<file path="src/rtl/bpfa_pkg.sv">
// shared types and constants of the bitmap page frame allocator
package bpfa_pkg;

	localparam int CMD_W   = 3;
	localparam int START_W = 12;
	localparam int COUNT_W = 13;
	localparam int FOUND_W = 12;
	localparam int FREE_W  = 13;
	localparam int CNT_W   = 16;
	localparam int TOTAL_W = 13;

	localparam logic [TOTAL_W-1:0] TOTAL_RESET = 13'd4096;
	localparam logic [FREE_W-1:0]  FREE_MAX    = 13'h1FFF;
	localparam logic [CNT_W-1:0]   CNT_MAX     = 16'hFFFF;

	typedef enum logic [CMD_W-1:0] {
		CMD_ALLOC_ONE = 3'd0,
		CMD_ALLOC_RUN = 3'd1,
		CMD_FREE      = 3'd2,
		CMD_LOCK      = 3'd3,
		CMD_UNRESERVE = 3'd4,
		CMD_RESERVE   = 3'd5
	} cmd_t;

	typedef enum logic [2:0] {
		ST_CLEAR,
		ST_IDLE,
		ST_ONE_RD,
		ST_ONE_CHK,
		ST_RUN_RD,
		ST_RUN_CHK,
		ST_RANGE,
		ST_DONE
	} state_t;

	typedef struct packed {
		logic               ok;
		logic [FOUND_W-1:0] found_page;
		logic [FREE_W-1:0]  free_pages;
		logic [CNT_W-1:0]   used_pages;
		logic [CNT_W-1:0]   reserved_pages;
	} res_t;

endpackage

</file>
<file path="src/rtl/bpfa_engine.sv">
// command sequencer: search, range walk, counters and hint
module bpfa_engine #(
	parameter int MAX_PAGES = 4096,
	parameter int AW = 12
) (
	input  logic                         clk,
	input  logic                         arst_n,
	input  logic                         start,
	input  logic [bpfa_pkg::CMD_W-1:0]   cmd,
	input  logic [bpfa_pkg::START_W-1:0] start_page,
	input  logic [bpfa_pkg::COUNT_W-1:0] page_count,
	input  logic [bpfa_pkg::TOTAL_W-1:0] total_pages,
	input  logic                         slot_free,
	output logic                         idle,
	output logic                         done,
	output bpfa_pkg::res_t               res,
	output logic                         we,
	output logic [AW-1:0]                waddr,
	output logic                         wdata,
	output logic [AW-1:0]                raddr,
	input  logic                         rdata
);
	import bpfa_pkg::*;

	localparam int CW = (((AW + 1) > 13) ? (AW + 1) : 13) + 1;
	localparam int FW = (CW > 17) ? CW : 17;
	localparam logic [CW-1:0] MAX_C = CW'(MAX_PAGES);

	state_t state_q, state_d;
	logic [CW-1:0] hint_q, hint_d, s_q, s_d, p_q, p_d, i_q, i_d, end_q, end_d;
	logic [COUNT_W-1:0] len_q, len_d;
	logic [CMD_W-1:0] cmd_q, cmd_d;
	logic ok_q, ok_d;
	logic [FOUND_W-1:0] found_q, found_d;
	logic [CNT_W-1:0] used_q, used_d, rsv_q, rsv_d;

	logic [CW-1:0] lim, tot_c, sum_c, run_end;
	logic [FW-1:0] lim_f, taken_f, freep_f;
	logic is_range, sets, lowers;

	assign tot_c   = CW'(total_pages);
	assign lim     = (tot_c < MAX_C) ? tot_c : MAX_C;
	assign sum_c   = CW'(start_page) + CW'(page_count);
	assign run_end = s_q + CW'(len_q);
	assign is_range = (cmd == CMD_FREE) || (cmd == CMD_LOCK) || (cmd == CMD_UNRESERVE)
		|| (cmd == CMD_RESERVE);
	assign sets   = (cmd_q == CMD_LOCK) || (cmd_q == CMD_RESERVE) || (cmd_q == CMD_ALLOC_RUN);
	assign lowers = (cmd_q == CMD_FREE) || (cmd_q == CMD_UNRESERVE);

	assign lim_f   = FW'(lim);
	assign taken_f = FW'(used_q) + FW'(rsv_q);
	assign freep_f = (lim_f > taken_f) ? (lim_f - taken_f) : '0;

	always_comb begin
		res.ok             = ok_q;
		res.found_page     = found_q;
		res.free_pages     = (freep_f > FW'(FREE_MAX)) ? FREE_MAX : freep_f[FREE_W-1:0];
		res.used_pages     = used_q;
		res.reserved_pages = rsv_q;
	end

	assign idle = (state_q == ST_IDLE);

	always_ff @(posedge clk or negedge arst_n) begin
		if (!arst_n) begin
			state_q <= ST_CLEAR;
			hint_q  <= '0;
			used_q  <= '0;
			rsv_q   <= '0;
			i_q     <= '0;
		end else begin
			state_q <= state_d;
			hint_q  <= hint_d;
			used_q  <= used_d;
			rsv_q   <= rsv_d;
			i_q     <= i_d;
		end
	end

	always_ff @(posedge clk) begin
		s_q     <= s_d;
		p_q     <= p_d;
		end_q   <= end_d;
		len_q   <= len_d;
		cmd_q   <= cmd_d;
		ok_q    <= ok_d;
		found_q <= found_d;
	end

	always_comb begin
		state_d = state_q;
		hint_d  = hint_q;
		s_d     = s_q;
		p_d     = p_q;
		i_d     = i_q;
		end_d   = end_q;
		len_d   = len_q;
		cmd_d   = cmd_q;
		ok_d    = ok_q;
		found_d = found_q;
		used_d  = used_q;
		rsv_d   = rsv_q;
		we      = 1'b0;
		waddr   = i_q[AW-1:0];
		wdata   = 1'b0;
		raddr   = (state_q == ST_ONE_RD) ? hint_q[AW-1:0] : p_q[AW-1:0];
		done    = 1'b0;
		case (state_q)
			ST_CLEAR: begin
				we  = 1'b1;
				i_d = i_q + 1'b1;
				if (i_q == MAX_C - 1'b1) begin
					i_d     = '0;
					state_d = ST_IDLE;
				end
			end
			ST_IDLE: begin
				if (start) begin
					cmd_d   = cmd;
					ok_d    = is_range;
					found_d = '0;
					i_d     = CW'(start_page);
					end_d   = (sum_c < lim) ? sum_c : lim;
					s_d     = hint_q;
					p_d     = hint_q;
					len_d   = page_count;
					case (cmd)
						CMD_ALLOC_ONE: state_d = ST_ONE_RD;
						CMD_ALLOC_RUN: state_d = ST_RUN_RD;
						CMD_FREE, CMD_LOCK, CMD_UNRESERVE, CMD_RESERVE: state_d = ST_RANGE;
						default: state_d = ST_DONE;
					endcase
				end
			end
			ST_ONE_RD: begin
				state_d = (hint_q >= lim) ? ST_DONE : ST_ONE_CHK;
			end
			ST_ONE_CHK: begin
				hint_d = hint_q + 1'b1;
				if (!rdata) begin
					we      = 1'b1;
					waddr   = hint_q[AW-1:0];
					wdata   = 1'b1;
					used_d  = (used_q != CNT_MAX) ? used_q + 1'b1 : CNT_MAX;
					found_d = hint_q[FOUND_W-1:0];
					ok_d    = 1'b1;
					state_d = ST_DONE;
				end else begin
					state_d = ST_ONE_RD;
				end
			end
			ST_RUN_RD: begin
				if (s_q >= lim) begin
					hint_d  = s_q;
					state_d = ST_DONE;
				end else if (p_q == run_end) begin
					hint_d  = run_end;
					found_d = s_q[FOUND_W-1:0];
					ok_d    = 1'b1;
					i_d     = s_q;
					end_d   = run_end;
					state_d = ST_RANGE;
				end else if (p_q >= lim) begin
					s_d = p_q + 1'b1;
					p_d = p_q + 1'b1;
				end else begin
					state_d = ST_RUN_CHK;
				end
			end
			ST_RUN_CHK: begin
				p_d = p_q + 1'b1;
				if (rdata) begin
					s_d = p_q + 1'b1;
				end
				state_d = ST_RUN_RD;
			end
			ST_RANGE: begin
				if (i_q < end_q) begin
					we    = 1'b1;
					wdata = sets;
					i_d   = i_q + 1'b1;
					case (cmd_q)
						CMD_LOCK, CMD_ALLOC_RUN: begin
							used_d = (used_q != CNT_MAX) ? used_q + 1'b1 : CNT_MAX;
						end
						CMD_RESERVE: begin
							rsv_d = (rsv_q != CNT_MAX) ? rsv_q + 1'b1 : CNT_MAX;
						end
						CMD_FREE: begin
							used_d = (used_q != '0) ? used_q - 1'b1 : used_q;
						end
						CMD_UNRESERVE: begin
							rsv_d = (rsv_q != '0) ? rsv_q - 1'b1 : rsv_q;
						end
						default: ;
					endcase
					if (lowers && (hint_q > i_q)) begin
						hint_d = i_q;
					end
				end else begin
					i_d     = '0;
					state_d = ST_DONE;
				end
			end
			ST_DONE: begin
				if (slot_free) begin
					done    = 1'b1;
					state_d = ST_IDLE;
				end
			end
			default: state_d = ST_IDLE;
		endcase
	end
endmodule

</file>
<file path="config.mk">
export PLATFORM = sky130hd
export DESIGN_NAME = bpfa_engine
export DESIGN_NICKNAME = d
export VERILOG_FILES = /design/src/rtl/bpfa_pkg.sv /design/src/rtl/bpfa_engine.sv
export SDC_FILE = /design/constraint.sdc
export NUM_CORES = 1
export LEC_CHECK = 0
export ABC_AREA = 1
export BUFFER_PORTS_ARGS = -buffer_cell sky130_fd_sc_hd__buf_2
export CELL_PAD_IN_SITES_DETAIL_PLACEMENT = 1
export CELL_PAD_IN_SITES_GLOBAL_PLACEMENT = 1
export CORE_MARGIN = 2
export CORE_UTILIZATION = 48
export DETAILED_ROUTE_END_ITERATION = 7
export PLACE_DENSITY = 0.94
export SYNTH_ARGS = -nofsm -noshare
export SYNTH_HDL_FRONTEND = slang
export SYNTH_SLANG_ARGS = --single-unit
</file>
<file path="constraint.sdc">
create_clock -name clk -period 10.4 [get_ports clk]
set_input_delay 1.04 -clock clk [delete_from_list [all_inputs] [get_ports clk]]
set_output_delay 1.04 -clock clk [all_outputs]
set_load 0.01 [all_outputs]
</file>
==> flow_metrics.env <==
export IMPL_status="completed"
export IMPL_final_nets=2220
export IMPL_cap_violations=0
export IMPL_grt_max_degree=64
export IMPL_synth_area_sq_um=13600
export IMPL_cp_end_kind="output pin"
export IMPL_syn_inst=1919
export IMPL_arrival_ns=4.19
export IMPL_worstPathMaxFanout=17
export IMPL_ys_seq_area_share_pct=27.3
export IMPL_drc=0
export IMPL_holdCritPathClass="flop to flop"
export IMPL_vias=15084
export IMPL_timing_rr_start="s_q[8]"
export IMPL_layout_common_cells="nand2_1 (418), inv_1 (264), o21ai_0 (148), nand3_1 (148), nor2_1 (145)"
export IMPL_dieArea_sq_um=29700
export IMPL_fin_tns_setup_ns=0
export IMPL_antenna_found_initial=3
export IMPL_min_delay_start="i_q[12]"
export IMPL_r2r_cells=14
export IMPL_cts_root_buf="clkbuf_16"
export IMPL_cts_hold_buf=0
export IMPL_clock_skew_ns=0.0133
export IMPL_hold_violations=0
export IMPL_min_to="i_q[12]"
export IMPL_avgSynthCellArea_sq_um=7.09
export IMPL_core_region_area_sq_um=27900
export IMPL_hpwl_mm=43.5
export IMPL_layout_cells_most_common="nand2_1"
export IMPL_slew_limit_headroom_pct=16.1
export IMPL_areaGrowthSynthToFinish_pct=11.9
export IMPL_clock_sinks=134
export IMPL_slew_viol_final=0
export IMPL_start_util_pct=48.8
export IMPL_r2r_end="found_q[3]"
export IMPL_dr_pass1_iters=7
export IMPL_power_leakage_nw=7.45
export IMPL_synth_warnings=0
export IMPL_cts_tree="done"
export IMPL_clockBufferDepth=2
export IMPL_grt_overflow_total=0
export IMPL_worst_setup_path_start_kind="input port"
export IMPL_multi_input_area_sq_um=8630
export IMPL_wl_per_cell_um=23.5
export IMPL_synth_ff_type="edfxtp_1"
export IMPL_placed_area_sq_um=14600
export IMPL_clk_pin_slew_worst_paths_ns=0.06
export IMPL_finalPower_w=0.00513
export IMPL_setup_viol=0
export IMPL_fin_crit_sh_pct=50.3
export IMPL_io_pins=132
export IMPL_num_rows=61
export IMPL_tightestPinTransition_ns=1.25
export IMPL_gp_congestion=1.01
export IMPL_fmax_mhz=191
export IMPL_postCtsSetupBuffers=0
export IMPL_avgViaCountPerCell=6.23
export IMPL_synth_cell_types=58
export IMPL_irDropWorstVdd_mv=0.125
export IMPL_synth_fp_nets=2110
export IMPL_h_tree_depth=4
export IMPL_clk_insertion_delay_late_ns=0.45
export IMPL_die_height_um=172
export IMPL_synth_edf_count=71
export IMPL_final_area_sq_um=15200
export IMPL_layout_drive_gt1_share_pct=12.6
export IMPL_cts_resized=0
export IMPL_power_density_nw_per_um2=337
export IMPL_synthArstFlopShare_pct=47.0
export IMPL_worst_setup_path_type="input port to output pin"
export IMPL_hold_depth=2
export IMPL_detail_route_antenna_nets=0
export IMPL_crit_required_ns=9.36
export IMPL_yosys_register_bits=134
export IMPL_cts_buffers=17
export IMPL_rsz0062_at_grt="false"
export IMPL_drt_wl_total_mm=56.9
export IMPL_grt_pass1_vias=15437
export IMPL_drt_first_iter_violations=1681
export IMPL_die_width_um=172
export IMPL_fin_crit_ns=5.23
export IMPL_fill_cells=3663
export IMPL_numPortBuffers=131
export IMPL_hold_slack_ns=0.552
export IMPL_reg2reg_slack_ns=6.39
export IMPL_track_usage_pct=38.8
export IMPL_grt_pass1_wl_mm=87.0
export IMPL_regArea_sq_um=3710
## cell usage after synthesis, types with 3 or more instances
cell type  number  share of area, %
nand2_2        24               1.1
inv_2           8              0.22
nand3b_1        8              0.44
o221ai_1       16               1.0
buf_2          13              0.48
ha_1          141                13
o21bai_1        5              0.28
buf_6           4              0.33
o21ai_1        14              0.52
nand2_4         4              0.33
o21ai_2        15              0.97
o211ai_1       25               1.4
edfxtp_1       71                16
nand4_1        25               1.2
a21oi_1       106               3.9
nor4_1          8              0.37
nand3_1       148               5.4
fa_1            4              0.59
nor2_2          5              0.23
a211oi_1        4              0.22
o22ai_1        12              0.55
xnor2_1        12              0.77
nand3_2         8              0.59
nand3_4         3              0.39
nand2_1       418                12
xor2_1         70               4.5
nor2_4          5              0.41
o21ai_0       148               5.4
nor2_1        145               4.0
inv_1         264               7.3
a31oi_1        11              0.51
nor3_1         43               1.6
nor3_2          5              0.37
dfrtp_1        63                12
clkbuf_1       29              0.80
## worst max-delay path: stages
cell	delay (ns)
buf_2	0.11
inv_1	0.49
nand2_1	0.36
inv_1	0.14
ha_1	0.24
nand3_1	0.10
nand2_1	0.11
a21boi_1	0.11
o21ai_0	0.30
a21oi_1	0.17
o21a_1	0.21
nor2_2	0.20
nand2_2	0.13
inv_2	0.14
nand2_2	0.10
nand2_1	0.08
buf_2	0.12
## flip-flops by register name, indices dropped and copies added (netlist names)
signal,cells
rsv_q,16
used_q,16
end_q,14
hint_q,14
i_q,14
p_q,14
s_q,14
len_q,13
found_q,12
cmd_q,3
state_q,3
ok_q,1
## how the worst max path moves through the flow
stage | startpoint | to
2_1_floorplan | total_pages[12] | s_q[0]
3_3_place_gp | total_pages[12] | res[39]
3_5_place_dp | total_pages[12] | res[43]
4_1_cts | rsv_q[2] | res[43]
5_1_grt | rsv_q[2] | res[43]
6_report | total_pages[12] | res[43]
## layout make-up
type                       instances  share of cell area, %
timing repair buffer             142                   4.85
inverter                         274                   6.76
tap                              378                   3.11
antenna                            3                 0.0493
multi-input combinational       1460                   56.7
sequential                       134                   24.4
clock buffer                      22                   3.40
clock inverter                    10                  0.748
## metrics by stage
step	utilization [%]	setup slack, ns	std cells
floorplan	-	5.88	1919
detailed placement	52.3	5.25	2388
CTS	54.6	5.19	2420
global route	54.6	4.82	2420
global placement	52.3	5.44	2388
finish	54.6	5.17	2423
## logic make-up after synthesis
kind of cell | after synthesis | share of synthesized area [%]
xor+xnor | 82 | 5.28
flops | 134 | 27.3
compound gates | 374 | 15.9
simple gates | 859 | 28.6
fa+ha+maj | 145 | 13.6
buf+inv | 325 | 9.38
## layer usage
layer  track usage, %  share of wire (%)  wire length, um  up-vias
li1                 -                  -                -     6684
met1             45.2                 38            21900     7244
met2             63.6                 45            25800      837
met3             8.79                7.9             4520      319
met4             26.6                8.3             4710        0
met5                0                  0                0        -
## where the power goes
| part | internal (W) | switching [W] | total [W] |
|---|---|---|---|
| Combinational | 0.00102 | 0.00223 | 0.00326 |
| Sequential | 0.000841 | 0.000367 | 0.00121 |
| Clock | 0.000402 | 0.000261 | 0.000663 |
(Power assumes the default switching activity.)
